[src/hdl/easf_pkg.sv]
// Package for the encoder angle / speed filter: constants, types, shared helpers.
// No dependencies.
package easf_pkg;

  localparam int unsigned AddrWidth = 5;
  localparam int unsigned AlphaOne  = 65536;
  localparam int unsigned Deadband  = 102;

  localparam logic [2:0] REG_ANGLE_JUMP_LIMIT   = 3'd0;
  localparam logic [2:0] REG_SPIKE_REPEAT_COUNT = 3'd1;
  localparam logic [2:0] REG_ANGLE_ALPHA        = 3'd2;
  localparam logic [2:0] REG_SPEED_GAIN         = 3'd3;
  localparam logic [2:0] REG_SPEED_JUMP_LIMIT   = 3'd4;
  localparam logic [2:0] REG_SPEED_ALPHA        = 3'd5;
  localparam logic [2:0] REG_TURN_OFFSET        = 3'd6;
  localparam logic [2:0] REG_MULTI_TURN_ALPHA   = 3'd7;

  localparam logic [1:0] STATUS_OK     = 2'd0;
  localparam logic [1:0] STATUS_PARITY = 2'd1;
  localparam logic [1:0] STATUS_ERROR  = 2'd2;
  localparam logic [1:0] STATUS_SPIKE  = 2'd3;

  // Configuration registers as seen by the datapath.
  typedef struct packed {
    logic [30:0] angle_jump_limit;
    logic [7:0]  spike_repeat_count;
    logic [16:0] angle_alpha;
    logic [23:0] speed_gain;
    logic [30:0] speed_jump_limit;
    logic [16:0] speed_alpha;
    logic [31:0] turn_offset;
    logic [16:0] multi_turn_alpha;
  } cfg_t;

  // Shared multiplier request: every operand difference fits 36 bits signed.
  typedef struct packed {
    logic signed [35:0] a;
    logic signed [24:0] b;
  } mul_req_t;

  function automatic logic [16:0] clamp_alpha(input logic [16:0] a);
    clamp_alpha = (a > 17'(AlphaOne)) ? 17'(AlphaOne) : a;
  endfunction

endpackage

[src/hdl/easf_mul.sv]
// Shared signed multiplier with registered product, used once per sequencer step.
// Depends on easf_pkg.
module easf_mul (
  input  logic                clk,
  input  easf_pkg::mul_req_t  req,
  output logic signed [60:0]  prod
);

  always_ff @(posedge clk) begin
    prod <= 61'(req.a) * 61'(req.b);
  end

endmodule
[config.mk]
export PLATFORM = sky130hd
export DESIGN_NAME = easf_mul
export DESIGN_NICKNAME = d
export VERILOG_FILES = /design/src/hdl/easf_pkg.sv /design/src/hdl/easf_mul.sv
export SDC_FILE = /design/constraint.sdc
export NUM_CORES = 2
export LEC_CHECK = 0
export BUFFER_PORTS_ARGS = -buffer_cell sky130_fd_sc_hd__buf_4
export CORE_UTILIZATION = 35
export DETAILED_ROUTE_END_ITERATION = 8
export MAX_ROUTING_LAYER = met4
export PLACE_DENSITY_LB_ADDON = 0.25
export SKIP_LAST_GASP = 1
export SYNTH_ARGS = -nofsm -noshare
export SYNTH_HDL_FRONTEND = slang
export SYNTH_SLANG_ARGS = --single-unit
export TNS_END_PERCENT = 100
[constraint.sdc]
create_clock -name clk -period 8.1 [get_ports clk]
set_input_delay 0.81 -clock clk [delete_from_list [all_inputs] [get_ports clk]]
set_output_delay 0.81 -clock clk [all_outputs]
set_load 0.005 [all_outputs]
# After elaboration in Yosys (flattened, before gate mapping)
# Index checks and enable logic that the tools add are counted.
[word_totals]
input_bits = 62
mem_bits_rw = 0
out_inout_bits = 61
rom_bits = 0
reg_bits = 61
memories = 0
latchBits = 0
word_cells = 2
[op_classes]
mux = 0
shifts = 0
magnitude_cmp = 0
bitwise_logic = 0
div = 0
n_mul = 1
add_sub_neg = 0
n_eq_ne = 0
n_reduce_logical = 0
[op_table]
columns = ["operator", "n"]
rows = [
  ["$mul A36 B25 Y61", 1],
]

# Depth between registers and ports, before layout
[logic_depth]
word_depth = 1
depth_mapped = 27

# Least setup slack after synthesis
# OpenSTA, ideal clock, no wires.
[synth_timing]
kind = "input to register"
start = "in req[5] in the netlist's numbering"
end = "reg prod[59]"
setup_time_ns = 0.134
arrival_ns = 7.237
slack_ns = 0.729
path_stages = 26
required_time_ns = 7.966
n_path_buf = 3
cell_sequence = "clkbuf_1 -> clkbuf_1 -> nand2_1 -> fa_1 -> inv_1 -> fa_1 -> inv_1 -> fa_1 -> fa_1 -> inv_1 -> fa_1 -> fa_1 -> inv_1 -> fa_1 -> inv_1 -> ha_1 -> buf_2 -> a21o_1 -> a21o_1 -> a21oi_1 -> a2bb2oi_1 -> a31o_2 -> a21oi_4 -> a31o_4 -> nor4bb_1 -> or4_1"
[synth_between]
elab_chain_len = 1
[synth_lines]
columns = ["item", "line", "rtl"]
rows = [
  ["start, declared", "easf_mul.sv:5", "input easf_pkg::mul_req_t req,"],
  ["$mul A36 B25 Y61", "easf_mul.sv:10", "prod <= 61'(req.a) * 61'(req.b);"],
  ["end signal, assigned", "easf_mul.sv:10", ""],
  ["end, declared", "easf_mul.sv:6", "output logic signed [60:0] prod"],
]
# Every way passes these cells.

# Worst setup path after layout
[layout_timing]
start = "in req[4] in the netlist's numbering"
end = "reg prod[49]"
# Same word-level chain as after synthesis.

==> results.yml <==
status:
  outcome: "complete, no violations"
detailed_routing:
  wl_per_cell_microns: 18.5
  dr_total_vias: 22700
  vias_per_cell: 4.75
  route.detailed.drc: 0
  drt_pre_antenna_iters: 5
  drtAntennaViolNets: 0
  wl_microns: 88600
  drtIter0Drc: 1046
clocking:
  post_cts_buffers: 0
  cts_buffer_depth: 2
  cts_tree: "yes"
  cts_num_sinks: 61
  cts_root_buffer: "clkbuf_16"
  cts_resized: 0
  h-tree-depth: 3
  hold_buffers: 0
  path_clk_slew_ns: 0.07
  cts_buffers: 9
synthesis:
  synth_top_area_share_pct: 55.6
  synthTopCellsByCount: "911 x fa_1, 909 x inv_1, 458 x and2_1, 450 x nand2_1, 170 x clkbuf_1"
  async_reset_ff_share_pct: 0
  synth_warnings: 0
  synthTopCellsByArea: "fa_1 56%, inv_1 10%, and2_1 8.7%, ha_1 6.2%, nand2_1 5.2%"
  mappedNetlistNets: 4665
  synth_cell_types: 69
  synth.most_common_cell: "fa_1"
  syn_avg_cell_area_sq_um: 9.29
  synth_edf_count: 0
  syn_inst: 3529
  ys_seq_elements: 61
  ys_seq_area_share_pct: 3.72
  yosys_most_used_dff: "dfxtp_1"
  synthesis.area_sq_mm: 0.0328
  yosysTopAreaCell: "fa_1"
global_route:
  use_met3_pct: 1.86
  met2_usage_pct: 36.0
  use_met1_pct: 25.2
  antenna_found_initial: 0
  grt_pass1_wl_microns: 144000
  grt_pass1_vias: 25100
  grt_start_max_net_pins: 37
  top_usage_layer: "met2"
  grt.total_usage_pct: 20.5
  grt_overflow: 0
floorplanning:
  die_h_microns: 308
  rows: 111
  ios: 123
  coreArea_sq_mm: 0.0922
  initial_core_util_pct: 35.6
  fp.dieW_microns: 308
  die_area_sq_mm: 0.0949
sta:
  whs_ns: 0.861
  hold_viol: 0
  max_freq_mhz: 131
  slew_headroom_pct: 50.8
  final.setup.worst_slack_ns: 0.449
  rsz0062_at_grt: "false"
  period_minus_slack_ns: 7.65
  setup_viol: 0
  drv_slew: 0
  worst_pin_slew_ns: 0.732
  fin_crit_sh_pct: 94.5
  tns_ns: 0
final_layout:
  syn_to_final_growth_pct: 7.54
  fillers: 9502
  nNetsFinal: 4674
  top_register: "prod"
  stdcell_count: 4786
  drive_gt1_share_pct: 5.96
  n_antenna_cell: 0
  largest_reg_flops: 61
  reg_top3: "prod x61"
worst_hold_path:
  holdCritPathClass: "in -> reg"
critical_path:
  crit_path_start_kind: "input port"
  critPathArrivalTime_ns: 7.93
  required_ns: 8.38
  critPathMaxFanout: 36
  endpoint_kind: "flip-flop"
  critPathKind: "in -> reg"
placed_design:
  routabilityCongestion: 0.883
  dp_slack_ns: 0.0773
  placed_cells: 4770
  place_hpwl_microns: 74600
  portBuffers: 122
job:
  maxCapViolations: 0
final timing paths:
path | startpoint | endpoint | cells past startpoint
max | req[4] | prod[49] | 24
min | req[25] | prod[0] | 2
metal layers:
metal	vias to the layer above	wire, microns
met5	-	0
met3	108	2990
met1	12100	36200
met2	490	47000
li1	10000	-
met4	0	2380
metrics by stage:
step	instance area [sq um]	util, %
after global routing	35300	38.2
final	35300	38.2
after detailed placement	35000	37.9
after floorplan	32800	-
after global placement	35000	37.9
after CTS	35300	38.2
cells in the final DEF (no fill, tap or decap), types with 3 or more instances in the layout:
cell | Yosys | layout
fa_1 | 911 | 911
inv_1 | 909 | 909
and2_1 | 458 | 458
nand2_1 | 450 | 450
buf_4 | 1 | 181
ha_1 | 163 | 163
nor2_1 | 65 | 65
a21oi_1 | 62 | 62
dfxtp_1 | 61 | 61
xnor2_1 | 45 | 45
a21o_1 | 30 | 30
o21ai_0 | 27 | 27
xor2_1 | 19 | 19
nand2b_1 | 15 | 15
nand4_1 | 14 | 14
o21bai_1 | 11 | 11
nor3_1 | 9 | 9
clkbuf_16 | 0 | 9
nor2b_1 | 8 | 8
nand3_1 | 8 | 8
o211ai_1 | 7 | 7
a31oi_1 | 7 | 7
a211oi_1 | 6 | 6
o31ai_1 | 6 | 6
o21a_1 | 5 | 5
o21ai_1 | 3 | 3
clkinvlp_4 | 0 | 3
kinds of logic after synthesis:
family	Yosys count	synth area share, %
AOI/OAI and AO/OA	193	4.05
xor gates and xnor gates	64	1.71
adders and majority gates	1074	61.8
buffers and inverters	1092	12.6
DFF	61	3.72
muxes	1	0.0305
and+or+nand+nor	1044	16.0
critical path, cell delays in order:
cell      delay [ns]
buf_4           0.41
nand2_1         0.15
fa_1            0.55
inv_1           0.05
fa_1            0.48
inv_1           0.05
fa_1            0.47
fa_1            0.55
inv_1           0.07
fa_1            0.49
fa_1            0.51
inv_1           0.05
fa_1            0.47
inv_1           0.04
ha_1            0.36
a21oi_1         0.19
o211ai_1        0.26
a21oi_1         0.08
a211oi_1        0.35
o21ai_1         0.22
o31ai_1         0.68
a221o_1         0.31
a21oi_1         0.12
o21a_1          0.20
layout make-up:
type / instances / area [sq um] / area share, %
multi-input cells: 2376 / 27400 / 77.8
well taps: 1243 / 1560 / 4.41
clock inverters: 5 / 36.3 / 0.103
inverters: 909 / 3410 / 9.68
flip-flops and latches: 61 / 1220 / 3.46
repair buffers: 181 / 1360 / 3.85
clock buffers: 11 / 243 / 0.688
Power is left out: the tool's default activity adds up to more than one toggle a clock period on the data nets, which glitch-free logic cannot reach.
