$ cat src/hdl/easf_pkg.sv
// Package for the encoder angle / speed filter: constants, types, shared helpers.
// No dependencies.
package easf_pkg;

  localparam int unsigned AddrWidth = 5;
  localparam int unsigned AlphaOne  = 65536;
  localparam int unsigned Deadband  = 102;

  localparam logic [2:0] REG_ANGLE_JUMP_LIMIT   = 3'd0;
  localparam logic [2:0] REG_SPIKE_REPEAT_COUNT = 3'd1;
  localparam logic [2:0] REG_ANGLE_ALPHA        = 3'd2;
  localparam logic [2:0] REG_SPEED_GAIN         = 3'd3;
  localparam logic [2:0] REG_SPEED_JUMP_LIMIT   = 3'd4;
  localparam logic [2:0] REG_SPEED_ALPHA        = 3'd5;
  localparam logic [2:0] REG_TURN_OFFSET        = 3'd6;
  localparam logic [2:0] REG_MULTI_TURN_ALPHA   = 3'd7;

  localparam logic [1:0] STATUS_OK     = 2'd0;
  localparam logic [1:0] STATUS_PARITY = 2'd1;
  localparam logic [1:0] STATUS_ERROR  = 2'd2;
  localparam logic [1:0] STATUS_SPIKE  = 2'd3;

  // Configuration registers as seen by the datapath.
  typedef struct packed {
    logic [30:0] angle_jump_limit;
    logic [7:0]  spike_repeat_count;
    logic [16:0] angle_alpha;
    logic [23:0] speed_gain;
    logic [30:0] speed_jump_limit;
    logic [16:0] speed_alpha;
    logic [31:0] turn_offset;
    logic [16:0] multi_turn_alpha;
  } cfg_t;

  // Shared multiplier request: every operand difference fits 36 bits signed.
  typedef struct packed {
    logic signed [35:0] a;
    logic signed [24:0] b;
  } mul_req_t;

  function automatic logic [16:0] clamp_alpha(input logic [16:0] a);
    clamp_alpha = (a > 17'(AlphaOne)) ? 17'(AlphaOne) : a;
  endfunction

endpackage

$ cat src/hdl/easf_regs.sv
// Configuration register file with APB-style access for the filter.
// Depends on easf_pkg.
module easf_regs (
  input  logic                            clk,
  input  logic                            rst,
  input  logic                            psel,
  input  logic                            penable,
  input  logic                            pwrite,
  input  logic [easf_pkg::AddrWidth-1:0]  paddr,
  input  logic [31:0]                     pwdata,
  output logic [31:0]                     prdata,
  output logic                            pready,
  output easf_pkg::cfg_t                  cfg
);

  logic       wr;
  logic [2:0] idx;

  assign pready = 1'b1;
  assign wr     = psel && penable && pwrite;
  assign idx    = paddr[4:2];

  always_ff @(posedge clk) begin
    if (rst) begin
      cfg.angle_jump_limit   <= 31'd357913941;
      cfg.spike_repeat_count <= 8'd3;
      cfg.angle_alpha        <= 17'd16384;
      cfg.speed_gain         <= 24'd1200000;
      cfg.speed_jump_limit   <= 31'd1024000;
      cfg.speed_alpha        <= 17'd6554;
      cfg.turn_offset        <= 32'd0;
      cfg.multi_turn_alpha   <= 17'd65536;
    end else if (wr) begin
      case (idx)
        easf_pkg::REG_ANGLE_JUMP_LIMIT:   cfg.angle_jump_limit   <= pwdata[30:0];
        easf_pkg::REG_SPIKE_REPEAT_COUNT: cfg.spike_repeat_count <= pwdata[7:0];
        easf_pkg::REG_ANGLE_ALPHA:        cfg.angle_alpha        <= pwdata[16:0];
        easf_pkg::REG_SPEED_GAIN:         cfg.speed_gain         <= pwdata[23:0];
        easf_pkg::REG_SPEED_JUMP_LIMIT:   cfg.speed_jump_limit   <= pwdata[30:0];
        easf_pkg::REG_SPEED_ALPHA:        cfg.speed_alpha        <= pwdata[16:0];
        easf_pkg::REG_TURN_OFFSET:        cfg.turn_offset        <= pwdata;
        easf_pkg::REG_MULTI_TURN_ALPHA:   cfg.multi_turn_alpha   <= pwdata[16:0];
        default: ;
      endcase
    end
  end

  always_comb begin
    case (idx)
      easf_pkg::REG_ANGLE_JUMP_LIMIT:   prdata = {1'b0, cfg.angle_jump_limit};
      easf_pkg::REG_SPIKE_REPEAT_COUNT: prdata = {24'd0, cfg.spike_repeat_count};
      easf_pkg::REG_ANGLE_ALPHA:        prdata = {15'd0, cfg.angle_alpha};
      easf_pkg::REG_SPEED_GAIN:         prdata = {8'd0, cfg.speed_gain};
      easf_pkg::REG_SPEED_JUMP_LIMIT:   prdata = {1'b0, cfg.speed_jump_limit};
      easf_pkg::REG_SPEED_ALPHA:        prdata = {15'd0, cfg.speed_alpha};
      easf_pkg::REG_TURN_OFFSET:        prdata = cfg.turn_offset;
      easf_pkg::REG_MULTI_TURN_ALPHA:   prdata = {15'd0, cfg.multi_turn_alpha};
      default:                          prdata = 32'd0;
    endcase
  end

endmodule

$ cat config.mk
export PLATFORM = sky130hd
export DESIGN_NAME = easf_regs
export DESIGN_NICKNAME = d
export VERILOG_FILES = /design/src/hdl/easf_pkg.sv /design/src/hdl/easf_regs.sv
export SDC_FILE = /design/constraint.sdc
export NUM_CORES = 1
export LEC_CHECK = 0
export CORE_MARGIN = 3
export CORE_UTILIZATION = 55
export CTS_CLUSTER_SIZE = 16
export DETAILED_ROUTE_END_ITERATION = 8
export DONT_BUFFER_PORTS = 1
export PLACE_DENSITY_LB_ADDON = 0.15
export SETUP_SLACK_MARGIN = 0.2
export SLEW_MARGIN = 20
export SYNTH_ARGS = -nofsm -noshare
export SYNTH_HDL_FRONTEND = slang
export SYNTH_SLANG_ARGS = --single-unit
$ cat constraint.sdc
create_clock -name clk -period 3.9 [get_ports clk]
set_clock_uncertainty 0.1 [all_clocks]
set_input_delay 0.585 -clock clk [delete_from_list [all_inputs] [get_ports clk]]
set_output_delay 0.585 -clock clk [all_outputs]
set_load 0.02 [all_outputs]
### After elaboration in Yosys (flattened, before gate mapping)

Index checks and enable logic that the tools add are counted.
W data, S select, Z words.

| storage, ports and cells | value |
|---|---|
| flip-flop bits (word level) | 177 |
| bits of input ports | 42 |
| output and inout port bits | 210 |

| operators by class | value |
|---|---|
| equal/unequal tests | 7 |
| multiplexer cells | 1 |
| reduce and logical (&&, ||, !) cells | 11 |

Operators with widths:

| operator | count |
|---|---|
| $pmux W32 S8 | 1 |
| $reduce_and A2 Y1 | 8 |
| $eq A3 B3 Y1 const B | 4 |
| $eq A3 B2 Y1 const B | 2 |
| $eq A3 B1 Y1 const B | 1 |
| $logic_not A3 Y1 | 1 |
| $logic_and A1 B1 Y1 | 2 |

### Longest topological paths before layout

Gate-level depths: netlist (run 1).

| depth | value |
|---|---|
| depth after elaboration | 3 |
| gate-level depth with buffers | 7 |
| depth with buffers taken out | 4 |

### Least setup slack after synthesis (run 1)

Ideal clock, no wire load.

| timing path | value |
|---|---|
| kind | input port to output port |
| start | input paddr[4] (netlist name) |
| end | output prdata[24] |
| arrival | 1.783 ns |
| required time | 3.215 ns |
| path slack | 1.432 ns |
| stages on the path | 6 |
| cells stage by stage | buf_4 buf_2 buf_2 nor2_1 a22oi_1 nor2_1 |

| between the ends | value |
|---|---|
| longest elaborated chain between the ends | 2 |
| elaborated cells on any way between the ends | 9 |
| classes of those cells | 7 x eq/ne; 1 x mux; 1 x reduce/logical |

Ends and longest elaborated chain:

| element | RTL line | source |
|---|---|---|
| start: declaration | easf_regs.sv:9 | `input logic [easf_pkg::AddrWidth-1:0] paddr,` |
| $eq A3 B3 Y1 (tied with other cells) | easf_regs.sv:49 | `case (idx)` |
| $pmux W32 S8 * | easf_regs.sv:49 |  |
| end: declaration | easf_regs.sv:11 | `output logic [31:0] prdata,` |

Every way passes the cells marked *; elsewhere a longest branch is shown, timed or not.

### Worst setup path after layout (run 1)

| timing path | value |
|---|---|
| start | input paddr[2] (netlist name) |
| end | output prdata[8] |

The elaborated chain is that of the path after synthesis.

==> results of run 1 <==
final cells by class:
| type | count | area [um2] |
|---|---|---|
| clock inverter | 13 | 183 |
| timing repair buffer | 5 | 37.5 |
| multi-input combinational | 741 | 3860 |
| tap | 180 | 225 |
| inverter | 11 | 41.3 |
| clock buffer | 19 | 453 |
| fill | 1310 | 5640 |
| sequential | 177 | 3540 |
stage by stage:
step | util (%) | total power (uW) | hold slack [ns] | cell area (um2)
after global routing | 59.7 | 3980 | 0.104 | 8350
after floorplan | - | 2100 | 0.440 | 7910
final | 59.7 | 3880 | 0.113 | 8350
after global placement | 55.1 | 2070 | 0.451 | 7710
after CTS | 59.7 | 3890 | 0.105 | 8350
after detailed placement | 55.1 | 2070 | 0.454 | 7710
final timing paths:
kind | from | endpoint | slack [ns]
max | paddr[2] | prdata[8] | 1.04
min | rst | cfg[92]$_SDFFE_PP0P_ | 0.11
max reg2reg | cfg[138]$_SDFFE_PP1P_ | cfg[138]$_SDFFE_PP1P_ | 2.83
min reg2reg | cfg[42]$_SDFFE_PP0P_ | cfg[42]$_SDFFE_PP0P_ | 0.46
cells in the final DEF, fill, tap and decap left out, types with 5 or more instances in the layout:
master                      netlist  routed
sky130_fd_sc_hd__o22a_1           9       9
sky130_fd_sc_hd__clkbuf_16        0      17
sky130_fd_sc_hd__buf_4            5       5
sky130_fd_sc_hd__nor2_1          32      29
sky130_fd_sc_hd__o21a_1           7       7
sky130_fd_sc_hd__mux2_2          15      15
sky130_fd_sc_hd__nor2b_1         21      21
sky130_fd_sc_hd__nand3b_1        38      38
sky130_fd_sc_hd__o22ai_1         13      13
sky130_fd_sc_hd__nand2_1        344     344
sky130_fd_sc_hd__a21oi_1        163     163
sky130_fd_sc_hd__a22oi_1         13      13
sky130_fd_sc_hd__nand2b_1         5       5
sky130_fd_sc_hd__dfxtp_1        177     177
sky130_fd_sc_hd__a22o_1           7       7
sky130_fd_sc_hd__mux2i_1         18      18
sky130_fd_sc_hd__o21ai_0          7       7
sky130_fd_sc_hd__inv_1           11      11
sky130_fd_sc_hd__a221oi_1        12      12
cells by family after synthesis:
kind of cell / share of synthesized area (%)
mux: 4.41
compound gates: 18.2
simple gates: 25.9
flops: 44.8
other cells: 0.0474
buf+inv: 6.69
routing by layer:
layer  share of wire (%)  vias to the layer above  global-route usage, %
met5                   0                        -                      0
met4                 2.3                        0                   12.7
met3                  12                       46                   10.5
met2                  45                      404                   48.9
met1                  40                     3336                   42.1
li1                    -                     3277                      -
worst reg2reg max path: stages (launching register included):
cell and delay (ns):
sky130_fd_sc_hd__dfxtp_1 0.40, sky130_fd_sc_hd__nor2b_1 0.18, sky130_fd_sc_hd__a211o_1 0.28
power breakdown:
group / internal (uW) / total, uW / switching (uW)
combinational: 64.5 / 174 / 109
sequential: 1820 / 1860 / 35.4
clock: 1110 / 1850 / 745
total: 2990 / 3880 / 890
==> results.yml, run 1 <==
route:
  drt_drc_violations_left: 0
  ant_nets: 0
  num_vias: 7063
  drt_wl_total_um: 25900
  drtPass1Iterations: 6
  drt_iter0_markers: 642
  post_drt_wl_per_cell_um: 22.6
  routed_via_density: 6.16
clock_network:
  htreeDepth: 4
  numCtsBuffers: 17
  tritoncts_num_sinks: 177
  resized_gates_after_cts: 0
  cts_setup_buffers: 0
  path_clk_slew_ns: 0.07
  cts-root-to-sink-buffers: 2
  cts_tree: "built"
  clock_latency_ns: 0.43
  clock_tree.root_cell: "sky130_fd_sc_hd__clkbuf_16"
  hold_buffers: 0
placed_design:
  placed_cells: 1114
  dpl_worst_slack_ns: 1.12
  portBuffers: 0
  dp_hpwl_um: 15500
  routabilityCongestion: 0.839
synthesis:
  synth_top_flop_cell: "sky130_fd_sc_hd__dfxtp_1"
  synth.top_cell.area_share_pct: 44.8
  synth_cells: 1021
  yosys.area.top_type: "sky130_fd_sc_hd__dfxtp_1"
  yosys_register_bits: 177
  synth_edf_count: 0
  most_used_standard_cell_by_instance_count_after_synthesis: "sky130_fd_sc_hd__nand2_1"
  synth_common_cells: "344 x sky130_fd_sc_hd__nand2_1, 177 x sky130_fd_sc_hd__dfxtp_1, 163 x sky130_fd_sc_hd__a21oi_1"
  synth_warnings: 0
  mappedNetlistNets: 1063
  yosysSeqAreaShare_pct: 44.8
  synth.lib_cells_used.distinct: 41
  syn-mean-instance-area_um2: 7.75
  post_syn_area_um2: 7910
  yosys-top-cells-area: "sky130_fd_sc_hd__dfxtp_1 45%, sky130_fd_sc_hd__nand2_1 16%, sky130_fd_sc_hd__a21oi_1 10%, sky130_fd_sc_hd__nand3b_1 3.6%, sky130_fd_sc_hd__buf_2 3.2%"
  proportion_of_register_bits_with_asynchronous_set_or_reset_after_synthesis_pct: 0
worst_setup_path:
  worstPathRequired_ns: 3.21
  worstSetupEndpointType: "primary output"
  crit_cells: 4
  path_max_fanout: 57
  crit_slowest_cell: "sky130_fd_sc_hd__nor2b_1"
  r2r_cells: 2
  cp_top_family: "simple AND/OR/NAND/NOR gates"
  timing.critical_path.from_type: "primary input"
  setup.worst_path.class: "primary input to primary output"
  path_cells: "nor2b_1, a22oi_1, a21oi_1, o22a_1"
  worst_ep_arrival_time_ns: 2.18
  critical-path-max-stage-delay_ns: 0.81
  crit_buf_inv: 0
sta:
  postLayoutSetupSlackWorst_ns: 1.04
  finalSetupTns_ns: 0
  number_of_failing_setup_endpoints_in_the_final_timing_report: 0
  final_slew_violations: 0
  period_needed_ns: 2.86
  clock.fmax_mhz: 349
  period_share_pct: 73.4
  setup_repair_after_global_routing_missed_its_margin: "no"
  worst-slew-pin-transition_ns: 1.10
  max-slew-margin-rel_pct: 26.5
  timing_hold_violations_final: 0
power:
  power-per-cell-area_nw_per_um2: 465
  static-leakage-power_uw: 0.00289
  peakVddDrop_mv: 0.306
finish:
  insertedDiodeCount: 0
  post_layout_nonfiller_instances: 1146
  area_growth_syn_to_layout_pct: 5.50
  largest_register_by_flop_count: "cfg"
  share_of_final_layout_standard_cells_stronger_than_drive_strength_1_pct: 6.94
  reg_top3: "cfg (177)"
  fin_nets: 995
  largest_reg_flops: 177
global_routing:
  gr-total-overflow: 0
  globalRouteTotalUtil_pct: 32.0
  grt_start_max_net_pins: 178
  first_global_vias: 6786
  grt_pass1_wl_um: 39800
  number_of_antenna_violations_at_the_first_check_in_global_routing: 0
job:
  max_cap_violations: 0
floorplanning:
  floorplan.io_pins: 252
  effective_utilization_at_floorplan_pct: 56.6
  die_area_um2: 15900
  fp.coreArea_um2: 14000
  die_height_um: 126
  floorplan.rows: 43
  fp.dieW_um: 126
worst_hold_path:
  hold_path.class: "primary input to flop"
  whs_path_depth: 1
run_status:
  run_status: "finished clean"
Note: power is estimated with default switching activity, not from simulation.
==> run 2, diff against run 1 <==
--- a/config.mk
+++ b/config.mk
@@ -5,6 +5,7 @@
 export SDC_FILE = /design/constraint.sdc
 export NUM_CORES = 1
 export LEC_CHECK = 0
+export ABC_AREA = 1
 export CORE_MARGIN = 3
 export CORE_UTILIZATION = 55
 export CTS_CLUSTER_SIZE = 16
==> constraint.sdc (replaced) <==
create_clock -name clk -period 2.8 [get_ports clk]
set_clock_uncertainty 0.1 [all_clocks]
set_input_delay 0.42 -clock clk [delete_from_list [all_inputs] [get_ports clk]]
set_output_delay 0.42 -clock clk [all_outputs]
set_load 0.02 [all_outputs]
==> results.yml, run 2 <==
finish:
  mostFrequentLayoutCell: "sky130_fd_sc_hd__nor2_1"
  insertedDiodeCount: 0
  most-common-layout-cells: "286 x sky130_fd_sc_hd__nor2_1, 203 x sky130_fd_sc_hd__nand2_1, 177 x sky130_fd_sc_hd__dfxtp_1"
  share_of_final_layout_standard_cells_stronger_than_drive_strength_1_pct: 6.45
  post_layout_nonfiller_instances: 1266
  largest_register_by_flop_count: "cfg"
  largest_reg_flops: 177
  area_growth_syn_to_layout_pct: 6.13
  fin_nets: 1115
  reg_top3: "cfg (177)"
sta:
  worst-slew-pin-transition_ns: 0.703
  period_needed_ns: 2.15
  max-slew-margin-rel_pct: 53.1
  setup_repair_after_global_routing_missed_its_margin: "no"
  clock.fmax_mhz: 466
  finalSetupTns_ns: 0
  number_of_failing_setup_endpoints_in_the_final_timing_report: 0
  period_share_pct: 76.7
  final_slew_violations: 0
  timing_hold_violations_final: 0
  hold_slack_ns: 0.00583
  postLayoutSetupSlackWorst_ns: 0.654
worst_hold_path:
  hold_path.class: "primary input to flop"
  timing.hold.worst.start: "pwdata[16]"
global_routing:
  gr-total-overflow: 0
  number_of_antenna_violations_at_the_first_check_in_global_routing: 0
  grt_start_max_net_pins: 70
  first_global_vias: 6731
  grt_pass1_wl_um: 40500
  globalRouteTotalUtil_pct: 31.9
placed_design:
  dp_hpwl_um: 17200
  placed_cells: 1230
  dpl_worst_slack_ns: 0.674
  routabilityCongestion: 0.905
  portBuffers: 0
route:
  drt_iter0_markers: 882
  drt_drc_violations_left: 0
  routed_via_density: 5.96
  drtPass1Iterations: 6
  drt_wl_total_um: 26100
  num_vias: 7540
  post_drt_wl_per_cell_um: 20.6
  ant_nets: 0
floorplanning:
  fp.dieW_um: 126
  floorplan.io_pins: 252
  die_height_um: 126
  die_area_um2: 15900
  fp.coreArea_um2: 14000
  floorplan.rows: 43
  effective_utilization_at_floorplan_pct: 56.7
worst_setup_path:
  timing.critical_path.from_type: "primary input"
  worst_r2r_startpoint: "cfg[21]$_SDFFE_PP0P_"
  cp-startpoint: "paddr[2]"
  path_max_fanout: 42
  worstPathRequired_ns: 2.28
  worst_ep_arrival_time_ns: 1.63
  worstSetupEndpointType: "primary output"
  setup.worst_path.class: "primary input to primary output"
clock_network:
  numCtsBuffers: 17
  cts-root-to-sink-buffers: 2
  clock_tree.root_cell: "sky130_fd_sc_hd__clkbuf_16"
  clock_latency_ns: 0.43
  htreeDepth: 4
  resized_gates_after_cts: 0
  path_clk_slew_ns: 0.07
  tritoncts_num_sinks: 177
  hold_buffers: 4
  cts_setup_buffers: 0
  cts_tree: "built"
synthesis:
  synth_top_flop_cell: "sky130_fd_sc_hd__dfxtp_1"
  synth.lib_cells_used.distinct: 28
  synth_common_cells: "286 x sky130_fd_sc_hd__nor2_1, 203 x sky130_fd_sc_hd__nand2_1, 177 x sky130_fd_sc_hd__dfxtp_1"
  yosys.area.top_type: "sky130_fd_sc_hd__dfxtp_1"
  mappedNetlistNets: 1171
  most_used_standard_cell_by_instance_count_after_synthesis: "sky130_fd_sc_hd__nor2_1"
  syn-mean-instance-area_um2: 7.05
  proportion_of_register_bits_with_asynchronous_set_or_reset_after_synthesis_pct: 0
  synth_edf_count: 0
  post_syn_area_um2: 7960
  yosys-top-cells-area: "sky130_fd_sc_hd__dfxtp_1 45%, sky130_fd_sc_hd__nor2_1 13%, sky130_fd_sc_hd__nand2_1 9.6%, sky130_fd_sc_hd__o21ai_0 8.1%, sky130_fd_sc_hd__nand3_1 5.2%"
  yosys_register_bits: 177
  synth.top_cell.area_share_pct: 44.5
  synth_warnings: 0
  synth_cells: 1129
  yosysSeqAreaShare_pct: 44.5
power:
  peakVddDrop_mv: 0.397
  power-per-cell-area_nw_per_um2: 645
  static-leakage-power_uw: 0.00378
job:
  max_cap_violations: 0
run_status:
  run_status: "finished clean"
-- run 2: through the flow --
step	power (uW)	instance area (um2)	utilization [%]
2_1_floorplan	2940	7960	-
5_1_grt	5570	8450	60.1
4_1_cts	5450	8450	60.1
6_report	5450	8450	60.1
3_3_place_gp	2950	7780	55.4
3_5_place_dp	2950	7780	55.4
-- run 2: cells by family (layout without fill, tap and decap cells) --
family          count (synthesis)  in the layout  synth area share, %
compound gates                146            146                 9.18
buf+inv                       123             80                 8.13
flops                         177            177                 44.5
other cells                     1              1               0.0471
simple gates                  682            682                 38.1
-- run 2: metal layers --
metal	wire [um]	track usage (%)	up-vias
met3	3270	10.5	36
met2	11700	47.9	451
met4	452	9.59	0
met1	10700	43.9	3461
met5	0	0	-
li1	-	-	3592
-- run 2: power breakdown --
group / switching, uW / internal, uW
Combinational: 211 / 68.9
Sequential: 76.0 / 2550
Clock: 1070 / 1470
Total: 1360 / 4090
-- run 2: final timing paths --
check                          end  slack (ns)  depth (start not counted)
max                     prdata[18]        0.65                          6
min           cfg[16]$_SDFFE_PP1P_       0.006                          2
max reg2reg   cfg[21]$_SDFFE_PP0P_        1.86                          2
min reg2reg  cfg[146]$_SDFFE_PP1P_        0.49                          2
-- run 2: layout make-up --
class	count	area [um2]
Fill cell	1303	5600
Multi-Input combinational cell	829	3770
Sequential cell	177	3540
Clock buffer	19	453
Tap cell	180	225
Clock inverter	13	175
Inverter	34	141
Timing Repair Buffer	14	140
-- run 2: critical path, stage by stage --
cell and delay, ns:
sky130_fd_sc_hd__nor2_8 0.28, sky130_fd_sc_hd__nand2_2 0.12, sky130_fd_sc_hd__inv_1 0.07, sky130_fd_sc_hd__buf_4 0.35
sky130_fd_sc_hd__nand2_1 0.11, sky130_fd_sc_hd__nand4_1 0.26
==> run 3, diff against run 2 <==
==> constraint.sdc (replaced) <==
create_clock -name clk -period 1.8 [get_ports clk]
set_clock_uncertainty 0.1 [all_clocks]
set_input_delay 0.27 -clock clk [delete_from_list [all_inputs] [get_ports clk]]
set_output_delay 0.27 -clock clk [all_outputs]
set_load 0.02 [all_outputs]
==> results.yml, run 3 (synthesis results as in run 2) <==
global_routing:
  grt_pass1_wl_um: 41500
  gr-total-overflow: 0
  first_global_vias: 7168
  grt_start_max_net_pins: 135
  globalRouteTotalUtil_pct: 32.8
  number_of_antenna_violations_at_the_first_check_in_global_routing: 0
clock_network:
  tritoncts_num_sinks: 177
  cts_tree: "built"
  path_clk_slew_ns: 0.07
  clock_tree.root_cell: "sky130_fd_sc_hd__clkbuf_16"
  cts-root-to-sink-buffers: 2
  htreeDepth: 4
  clock_latency_ns: 0.42
  cts_setup_buffers: 0
  numCtsBuffers: 17
route:
  ant_nets: 0
  num_vias: 7903
  post_drt_wl_per_cell_um: 19.9
  drtPass1Iterations: 5
  routed_via_density: 5.84
  drt_wl_total_um: 26900
  drt_iter0_markers: 1061
  drt_drc_violations_left: 0
sta:
  setup_repair_after_global_routing_missed_its_margin: "yes"
  finalSetupTns_ns: 0
  worst-slew-pin-transition_ns: 0.656
  period_needed_ns: 1.66
  clock.fmax_mhz: 601
  number_of_failing_setup_endpoints_in_the_final_timing_report: 0
  postLayoutSetupSlackWorst_ns: 0.135
  max-slew-margin-rel_pct: 56.2
  period_share_pct: 92.5
  hold_slack_ns: 0.0762
  final_slew_violations: 0
  timing_hold_violations_final: 0
worst_setup_path:
  worstSetupEndpointType: "primary output"
  setup.worst_path.class: "flop to primary output"
  cp-startpoint: "cfg[26]$_SDFFE_PP0P_"
  path_cells: "nand4_1, nand2_1, nor2_2, nand3_2"
  worst_ep_arrival_time_ns: 1.29
  worstPathRequired_ns: 1.43
  timing.critical_path.from_type: "flop"
  critical-path-max-stage-delay_ns: 0.38
  path_max_fanout: 3
  crit_slowest_cell: "sky130_fd_sc_hd__dfxtp_4"
  regToRegSetupSlack_ns: 0.85
  worst_r2r_startpoint: "cfg[145]$_SDFFE_PP0P_"
placed_design:
  dpl_worst_slack_ns: 0.156
  dp_hpwl_um: 17600
  portBuffers: 0
  routabilityCongestion: 0.906
floorplanning:
  floorplan.io_pins: 252
  fp.coreArea_um2: 14000
  effective_utilization_at_floorplan_pct: 56.7
  die_height_um: 126
  floorplan.rows: 43
  fp.dieW_um: 126
  die_area_um2: 15900
power:
  p_int_uw: 6280
  power-per-cell-area_nw_per_um2: 867
  netSwitchingFraction_pct: 25.0
  power.share.clock_pct: 44.1
  switching_power_uw: 2090
  peakVddDrop_mv: 0.715
  static-leakage-power_uw: 0.00436
  share_seq_of_total_power_pct: 48.1
  p_comb_share_pct: 7.8
finish:
  most-common-layout-cells: "265 x sky130_fd_sc_hd__nor2_1, 188 x sky130_fd_sc_hd__nand2_1, 128 x sky130_fd_sc_hd__o21ai_0"
  largest_register_by_flop_count: "cfg"
  mostFrequentLayoutCell: "sky130_fd_sc_hd__nor2_1"
  area_growth_syn_to_layout_pct: 21.3
  fin_nets: 1200
  share_of_final_layout_standard_cells_stronger_than_drive_strength_1_pct: 25.2
  largest_reg_flops: 177
  reg_top3: "cfg (177)"
job:
  max_cap_violations: 0
worst_hold_path:
  hold_path.class: "primary input to flop"
  timing.hold.worst.start: "paddr[2]"
run_status:
  run_status: "finished clean"
run 3: changes by cell type in the layout (fill, tap and decap cells not counted), sizes merged, moves of 3 or more:
cell / delta
dlygate4sd3: +28
clkbuf: +3
inv: -4
buf: +57
diode: +3
run 3: stage by stage:
stage / power [uW] / cell area [um2] / instances / util (%)
floorplan: 4570 / 7960 / 1129 / -
global placement: 4620 / 8210 / 1287 / 58.4
detailed placement: 4630 / 8210 / 1287 / 58.4
CTS: 8370 / 9460 / 1350 / 67.4
global route: 8590 / 9650 / 1350 / 68.7
finish: 8370 / 9660 / 1353 / 68.8
run 3: layout make-up:
cell class | count | area, um2
fillers | 1197 | 4390
multi-input cells | 829 | 4090
flip-flops and latches | 177 | 3760
repair buffers | 99 | 848
clock buffers | 22 | 474
well taps | 180 | 225
inverters | 34 | 141
clock inverters | 9 | 108
diodes | 3 | 7.51
run 3: critical path, delay by kind of cell (launching register included):
kind | cells | cell delay (ns)
AND/OR/NAND/NOR | 4 | 0.50
flip-flops | 1 | 0.38
run 3: final timing paths:
kind	end	depth (start not counted)
setup reg to reg	cfg[145]$_SDFFE_PP0P_	3
hold reg to reg	cfg[52]$_SDFFE_PP1P_	2
hold / removal	cfg[52]$_SDFFE_PP1P_	4
setup / recovery	prdata[9]	4
run 3: repair_timing:
action | 4_1_cts | 5_1_grt
pin swaps | 43 | 32
hold endpoints to repair | 177 | 0
gates resized for setup | 145 | 76
setup endpoints to repair | 24 | 32
hold buffers | 32 | 0
run 3: routing by layer:
metal  up-vias  GRT usage, %  share of wire, %  wire length [um]
met5         -             0                 0                 0
met4         0          13.3               3.3               887
met3        66          9.88                12              3150
met2       478          49.0                44             11900
met1      3598          44.4                41             10900
li1       3761             -                 -                 -
run 3: power by group through the flow:
stage,logic (uW),clock network (uW),registers [uW]
2_1_floorplan,417,0,4150
4_1_cts,628,3710,4040
6_report,653,3690,4030
3_5_place_dp,476,0,4150
5_1_grt,700,3860,4030
3_3_place_gp,473,0,4150
